File: src/rtl/glden_pkg.sv
// Shared types and constants of the Gaussian local density block.
// No dependencies; every other file but glden_ram imports this package.
package glden_pkg;

    localparam int DIST_W           = 32;
    localparam int PC_W             = 11;
    localparam int DENS_W           = 26;
    localparam int DEF_MAX_POINTS   = 1024;
    localparam int KERNEL_FRAC_BITS = 16;
    localparam int WORK_BITS        = 60;
    localparam int WW               = WORK_BITS + 1;
    localparam int ROUND_SHIFT      = WORK_BITS - KERNEL_FRAC_BITS - 1;
    localparam int KV_W             = WW - ROUND_SHIFT - 1;
    localparam int SERIES_TERMS     = 24;
    localparam int QUEUE_DEPTH      = 2;
    localparam int PROD_W           = 2 * DIST_W;
    localparam int P_W              = PROD_W - 16;
    localparam int PS_W             = 19;
    localparam int S_W              = 2 * PS_W - 16;
    localparam int ACC_W            = 2 * WW;

    localparam logic [P_W-1:0] P_LIMIT = P_W'(6 << 16);

    // configuration register indexes
    localparam logic CFG_POINT_COUNT = 1'b0;
    localparam logic CFG_INV_CUTOFF  = 1'b1;

    // classification of one pair
    typedef struct packed {
        logic end_col;
        logic last_pair;
    } t_flags;

    // kernel unit status toward the back end
    typedef struct packed {
        logic            busy;
        logic            done;
        logic [KV_W-1:0] kv;
    } t_kstat;

endpackage

File: src/rtl/glden_front.sv
// Front end: accept distances, tag each with its pair position, and queue them.
// Depends on glden_pkg.
module glden_front import glden_pkg::*; #(
    parameter int IW = 10
) (
    input  logic              i_clk,
    input  logic              i_rst_n,
    input  logic              i_restart,
    input  logic              i_hold,
    input  logic [IW-1:0]     i_nlast,
    input  logic              i_in_valid,
    output logic              o_in_stall,
    input  logic [DIST_W-1:0] i_distance,
    input  logic              i_pop,
    output logic              o_task_valid,
    output logic [DIST_W-1:0] o_distance,
    output logic [IW-1:0]     o_col,
    output logic [IW-1:0]     o_row,
    output t_flags            o_flags
);
    localparam int TW  = DIST_W + 2 * IW + 2;
    localparam int QAW = (QUEUE_DEPTH > 1) ? $clog2(QUEUE_DEPTH) : 1;

    logic [IW-1:0]  r_col, r_row;
    logic [TW-1:0]  r_q [QUEUE_DEPTH];
    logic [QAW-1:0] r_wp, r_rp;
    logic [QAW:0]   r_cnt;
    logic           push, pop, full;
    t_flags         flags;

    always_comb begin
        flags.end_col   = (r_row == i_nlast);
        flags.last_pair = (r_row == i_nlast) && (r_col == i_nlast - IW'(1));
    end

    assign full       = (r_cnt == (QAW+1)'(QUEUE_DEPTH));
    assign o_in_stall = full || i_hold;
    assign push       = i_in_valid && !o_in_stall;
    assign pop        = i_pop && (r_cnt != '0);

    always_ff @(posedge i_clk) begin
        if (!i_rst_n || i_restart) begin
            r_col <= '0;
            r_row <= IW'(1);
            r_wp  <= '0;
            r_rp  <= '0;
            r_cnt <= '0;
        end else begin
            if (push) begin
                r_q[r_wp] <= {i_distance, r_col, r_row, flags};
                r_wp <= (r_wp == QAW'(QUEUE_DEPTH - 1)) ? '0 : r_wp + QAW'(1);
                // advance the pair position
                if (flags.last_pair) begin
                    r_col <= '0;
                    r_row <= IW'(1);
                end else if (flags.end_col) begin
                    r_col <= r_col + IW'(1);
                    r_row <= r_col + IW'(2);
                end else begin
                    r_row <= r_row + IW'(1);
                end
            end
            if (pop) begin
                r_rp <= (r_rp == QAW'(QUEUE_DEPTH - 1)) ? '0 : r_rp + QAW'(1);
            end
            r_cnt <= r_cnt + (QAW+1)'(push) - (QAW+1)'(pop);
        end
    end

    assign o_task_valid = (r_cnt != '0);
    assign {o_distance, o_col, o_row, o_flags} = r_q[r_rp];
endmodule

File: config.mk
export PLATFORM = sky130hd
export DESIGN_NAME = glden_front
export DESIGN_NICKNAME = d
export VERILOG_FILES = /design/src/rtl/glden_pkg.sv /design/src/rtl/glden_front.sv
export SDC_FILE = /design/constraint.sdc
export NUM_CORES = 1
export LEC_CHECK = 0
export ABC_AREA = 1
export BUFFER_PORTS_ARGS = -buffer_cell sky130_fd_sc_hd__buf_2
export CAP_MARGIN = 25
export CELL_PAD_IN_SITES_DETAIL_PLACEMENT = 0
export CELL_PAD_IN_SITES_GLOBAL_PLACEMENT = 2
export CORE_MARGIN = 1.5
export CORE_UTILIZATION = 39
export DETAILED_ROUTE_END_ITERATION = 8
export HOLD_SLACK_MARGIN = 0.15
export PLACE_DENSITY = 0.81
export SYNTH_ARGS = -nofsm -noshare
export SYNTH_HDL_FRONTEND = slang
export SYNTH_SLANG_ARGS = --single-unit
File: constraint.sdc
create_clock -name i_clk -period 6.55 [get_ports i_clk]
set_input_delay 0.3275 -clock i_clk [delete_from_list [all_inputs] [get_ports i_clk]]
set_output_delay 0.3275 -clock i_clk [all_outputs]
set_load 0.005 [all_outputs]
* Word level (Yosys, flattened, before mapping)
Memories as Yosys holds them, arrays and structs flattened. A register that Yosys moved wholly into a read port is not among the register bits.
Index checks and enable logic that the tools add are counted.
** Cells by class
- Eq/ne operators :: 3
- Multiplexer cells :: 11
- Add/sub/neg operators :: 8
- Divide/modulo/power cells :: 0
- Bitwise logic cells :: 0
- Reduce and logical (&&, ||, !) cells :: 10
- $lt $le $gt $ge :: 0
- Shift-type cells :: 0
- $mul :: 0
** Operators by type and width (number)
- two-way mux 10 bit :: 4
- adder 10 x 1 -> 10 bit, second input constant :: 2
- equality test 10 bit :: 2
- adder 10 x 2 -> 10 bit, second input constant :: 1
- subtractor 10 x 1 -> 10 bit, second input constant :: 1
- two-way mux 1 bit :: 7
- nonzero test 2 bit :: 2
- logical AND 1 bit :: 3
- adder 1 bit, second input constant :: 2
- adder 2 x 1 -> 2 bit :: 1
- equality test 2 bit, second input constant :: 1
- logical NOT 1 bit :: 2
- logical OR 1 bit :: 2
- AND reduction 2 bit :: 1
- subtractor 2 x 1 -> 2 bit :: 1
** Word-level totals
- ROM bits :: 0
- Bits in registers :: 24
- Output and inout port bits :: 56
- Latch bits :: 0
- Input bits :: 48
- RAM bits :: 108
- Logic and storage cells :: 38
- Memories :: 1
** Memories
- r_q :: depth 2, width 54, rd ports 1, clocked after Yosys merged registers in 1, write ports 1, line glden_front.sv:25 : logic [TW-1:0] r_q [QUEUE_DEPTH];

* Logic depth before layout (Yosys ltp)
- Word-level depth :: 7
- Depth in mapped cells :: 13
- Depth with buffers taken out :: 13

* Worst setup path before layout
OpenSTA, ideal clock, no wires.
- Path kind :: input -> register
- Start :: in i_rst_n
- End :: mem r_q[1][0] in the netlist's numbering, enable pin
- Stages on the path :: 6
- Library setup time :: 0.466 ns
- Path slack :: 2.833 ns
- Data arrival time :: 3.251 ns
- Cells stage by stage :: inv_1 nor2_2 inv_1 nor2_2 inv_1 nor2_1
** Between the ends
- Longest elaborated chain between the ends :: 4
** RTL lines
- start: declaration :: line glden_front.sv:7 : input logic i_rst_n,
- logical NOT 1 bit :: line glden_front.sv:42 : if (!i_rst_n || i_restart) begin
- logical OR 1 bit :: line glden_front.sv:42
- two-way mux 1 bit :: line glden_front.sv:42
- two-way mux 1 bit (not written as such) :: line glden_front.sv:50 : r_q[r_wp] <= {i_distance, r_col, r_row, flags};
- end: declaration :: line glden_front.sv:25
No other way between the ends.

==> flow_summary.ini <==
[synthesis]
ys_seq_area_frac = 0.6346
yosys-top-cells-count = nand2_1, edfxtp_1, mux2_2
async_reset_ff_frac = 0
synth_nets = 566
syn_avg_cell_area_um2 = 11.52
synthTopCellsByArea = edfxtp_1, mux2_2, dfxtp_1, nand2_1, nor2_1
synth_seq_cells = 133
yosys_warnings = 0
synth.top_cell.area_share = 0.5497
syn_inst = 512
ys.flop_type = edfxtp_1
syn-cell-area_um2 = 5899
synth_enable_flop_cells = 108
synth.distinct_cells = 30
synth_top_cell_by_area = edfxtp_1
synth_most_common_cell = nand2_1

[global_routing]
grt_pass1_wl_um = 20910
grt_pass1_vias = 4015
antenna_found_initial = 0
grt_overflow_total = 0
grt_max_degree = 43
grtUsageTotal = 0.1720

[sta]
period_needed_ns = 2.538
hold_ws_ns = 0.2302
fin_worst_skew_ns = 0.01075
finalSetupViolCount = 0
totalNegativeSetupSlack_ns = 0
fmax_mhz = 394.0
hold_viol_final = 0
rsz0062_at_grt = false
tightest_slew_ns = 0.7865
post-route-period-util = 0.3875
maxSlewViolCount = 0
slew_headroom = 0.4756

[place]
place_congestion = 0.8098
port_buffers = 103
dpl.hpwl_um = 9432
postPlaceCellArea_um2 = 6635

[layout]
fillers = 1330
synthToLayoutAreaGrowth_pct = 27.44
final_cell_area_um2 = 7518
final_nets = 714
drive_gt1_frac = 0.3239

[clock_tree]
numCtsBuffers = 17
htree_levels = 4
cts_resized = 0
cts_max_path_buffers = 2
hold_buffers = 32
cts-root-buf = clkbuf_16
cts_tree = yes
clk_latency_ns = 0.41
clkTransAtPathRegs_ns = 0.06
post_cts_buffers = 0
cts_sinks = 133

[routing]
vias = 4066
drc = 10
wl_per_cell_um = 15.41
antenna_left = 0
drt_wl_total_um = 13220
drt_first_pass_iters = 9
drt_iter0_markers = 238
via_per_inst = 4.739

[run_status]
violations = design-rule violations
status = finished, violations left

[worst_setup_path]
critPathRequiredTime_ns = 6.22
worstPathMaxFanout = 32
crit_arrival_ns = 2.21
cp-start-kind = flop
r2r_slack_ns = 4.03
worstSetupEndpointType = output pin
worstSetupPathType = flop to output pin

[floorplanning]
rows = 44
die_x_um = 126.0
die_height_um = 126.0
ioPinCount = 104
core-area_um2 = 14640
die_area_um2 = 15870
start_util = 0.4029

[power]
ir_drop_v = 0.0001730
power.total_uw = 1904
power.density_nw_per_um2 = 253.2
power_leakage_uw = 0.002950

[hold_path]
hold_class = input pin to flop

[job]
drv_cap = 0
[cells in the final DEF (no fill, tap or decap), types with 5 or more instances in the layout]
| master | Yosys | final |
|---|---|---|
| buf_2 | 6 | 103 |
| dlygate4sd3_1 | 0 | 32 |
| o21ai_0 | 13 | 13 |
| nor2_1 | 46 | 44 |
| edfxtp_1 | 108 | 108 |
| nand4_1 | 5 | 5 |
| mux2_2 | 54 | 54 |
| xor2_1 | 11 | 11 |
| nor2_4 | 4 | 6 |
| inv_6 | 0 | 5 |
| o22ai_1 | 5 | 5 |
| xnor2_1 | 5 | 5 |
| nand2_1 | 112 | 112 |
| o21ai_1 | 5 | 5 |
| inv_2 | 8 | 8 |
| nand3_1 | 29 | 29 |
| inv_1 | 45 | 45 |
| ha_1 | 6 | 6 |
| a21oi_1 | 6 | 6 |
| clkbuf_16 | 0 | 17 |
| dfxtp_1 | 25 | 24 |
[per-stage QoR]
stage               instances  utilization  setup slack, ns
global route              857       0.5132            3.791
detailed placement        793       0.4531            3.769
floorplan                 512            -            2.833
global placement          793       0.4531            3.850
finish                    858       0.5134            4.012
CTS                       857       0.5132            3.932
[critical path: stages (launching register included)]
cell,delay (ns)
dfxtp_2,0.84
buf_4,0.43
mux2_2,0.39
buf_2,0.13
[flip-flops by register name, indices dropped and copies added, names as in the netlist, named ones only]
name,cells
r_col,10
r_rp,1
r_cnt,2
r_row,10
r_q,108
r_wp,1
[per-layer routing]
layer / up-vias / track usage / part of all wire
li1: 2058 / - / -
met1: 1881 / 0.2389 / 0.48
met2: 117 / 0.2689 / 0.45
met3: 10 / 0.04121 / 0.057
met4: 0 / 0.05206 / 0.0082
met5: - / 0 / 0
[report_power, final]
part           internal, uW  leakage [uW]  switching (uW)  total (uW)
Combinational          46.7       0.00150            48.9        95.6
Sequential              918       0.00118            4.18         922
Clock                   500      0.000273             386         886
Total                  1460       0.00295             439        1900
[cell families after synthesis]
family                     share of synthesized area
DFF                                           0.6346
AOI/OAI and AO/OA                            0.03054
xor gates and xnor gates                     0.02375
muxes                                         0.1031
adders and majority gates                    0.01273
buffers and inverters                        0.04199
and+or+nand+nor                               0.1533
[final cells by class]
cell class	count	area, um2	share of cell area
Clock buffer	17	425.4	0.05658
Timing Repair Buffer	138	858.3	0.1142
Tap cell	184	230.2	0.03062
Inverter	53	198.9	0.02646
Sequential cell	133	3745	0.4981
Antenna cell	1	2.502	0.0003328
Clock inverter	15	135.1	0.01797
Multi-Input combinational cell	317	1923	0.2558
[final timing paths]
check             cells after the start        endpoint      start
setup / recovery                      3  o_distance[20]       flop
hold / removal                        4        r_col[1]  i_restart
hold reg to reg                       1            flop       r_rp
setup reg to reg                      7       r_q[1][5]   r_cnt[0]
Note: power is estimated with default switching activity, not from simulation.
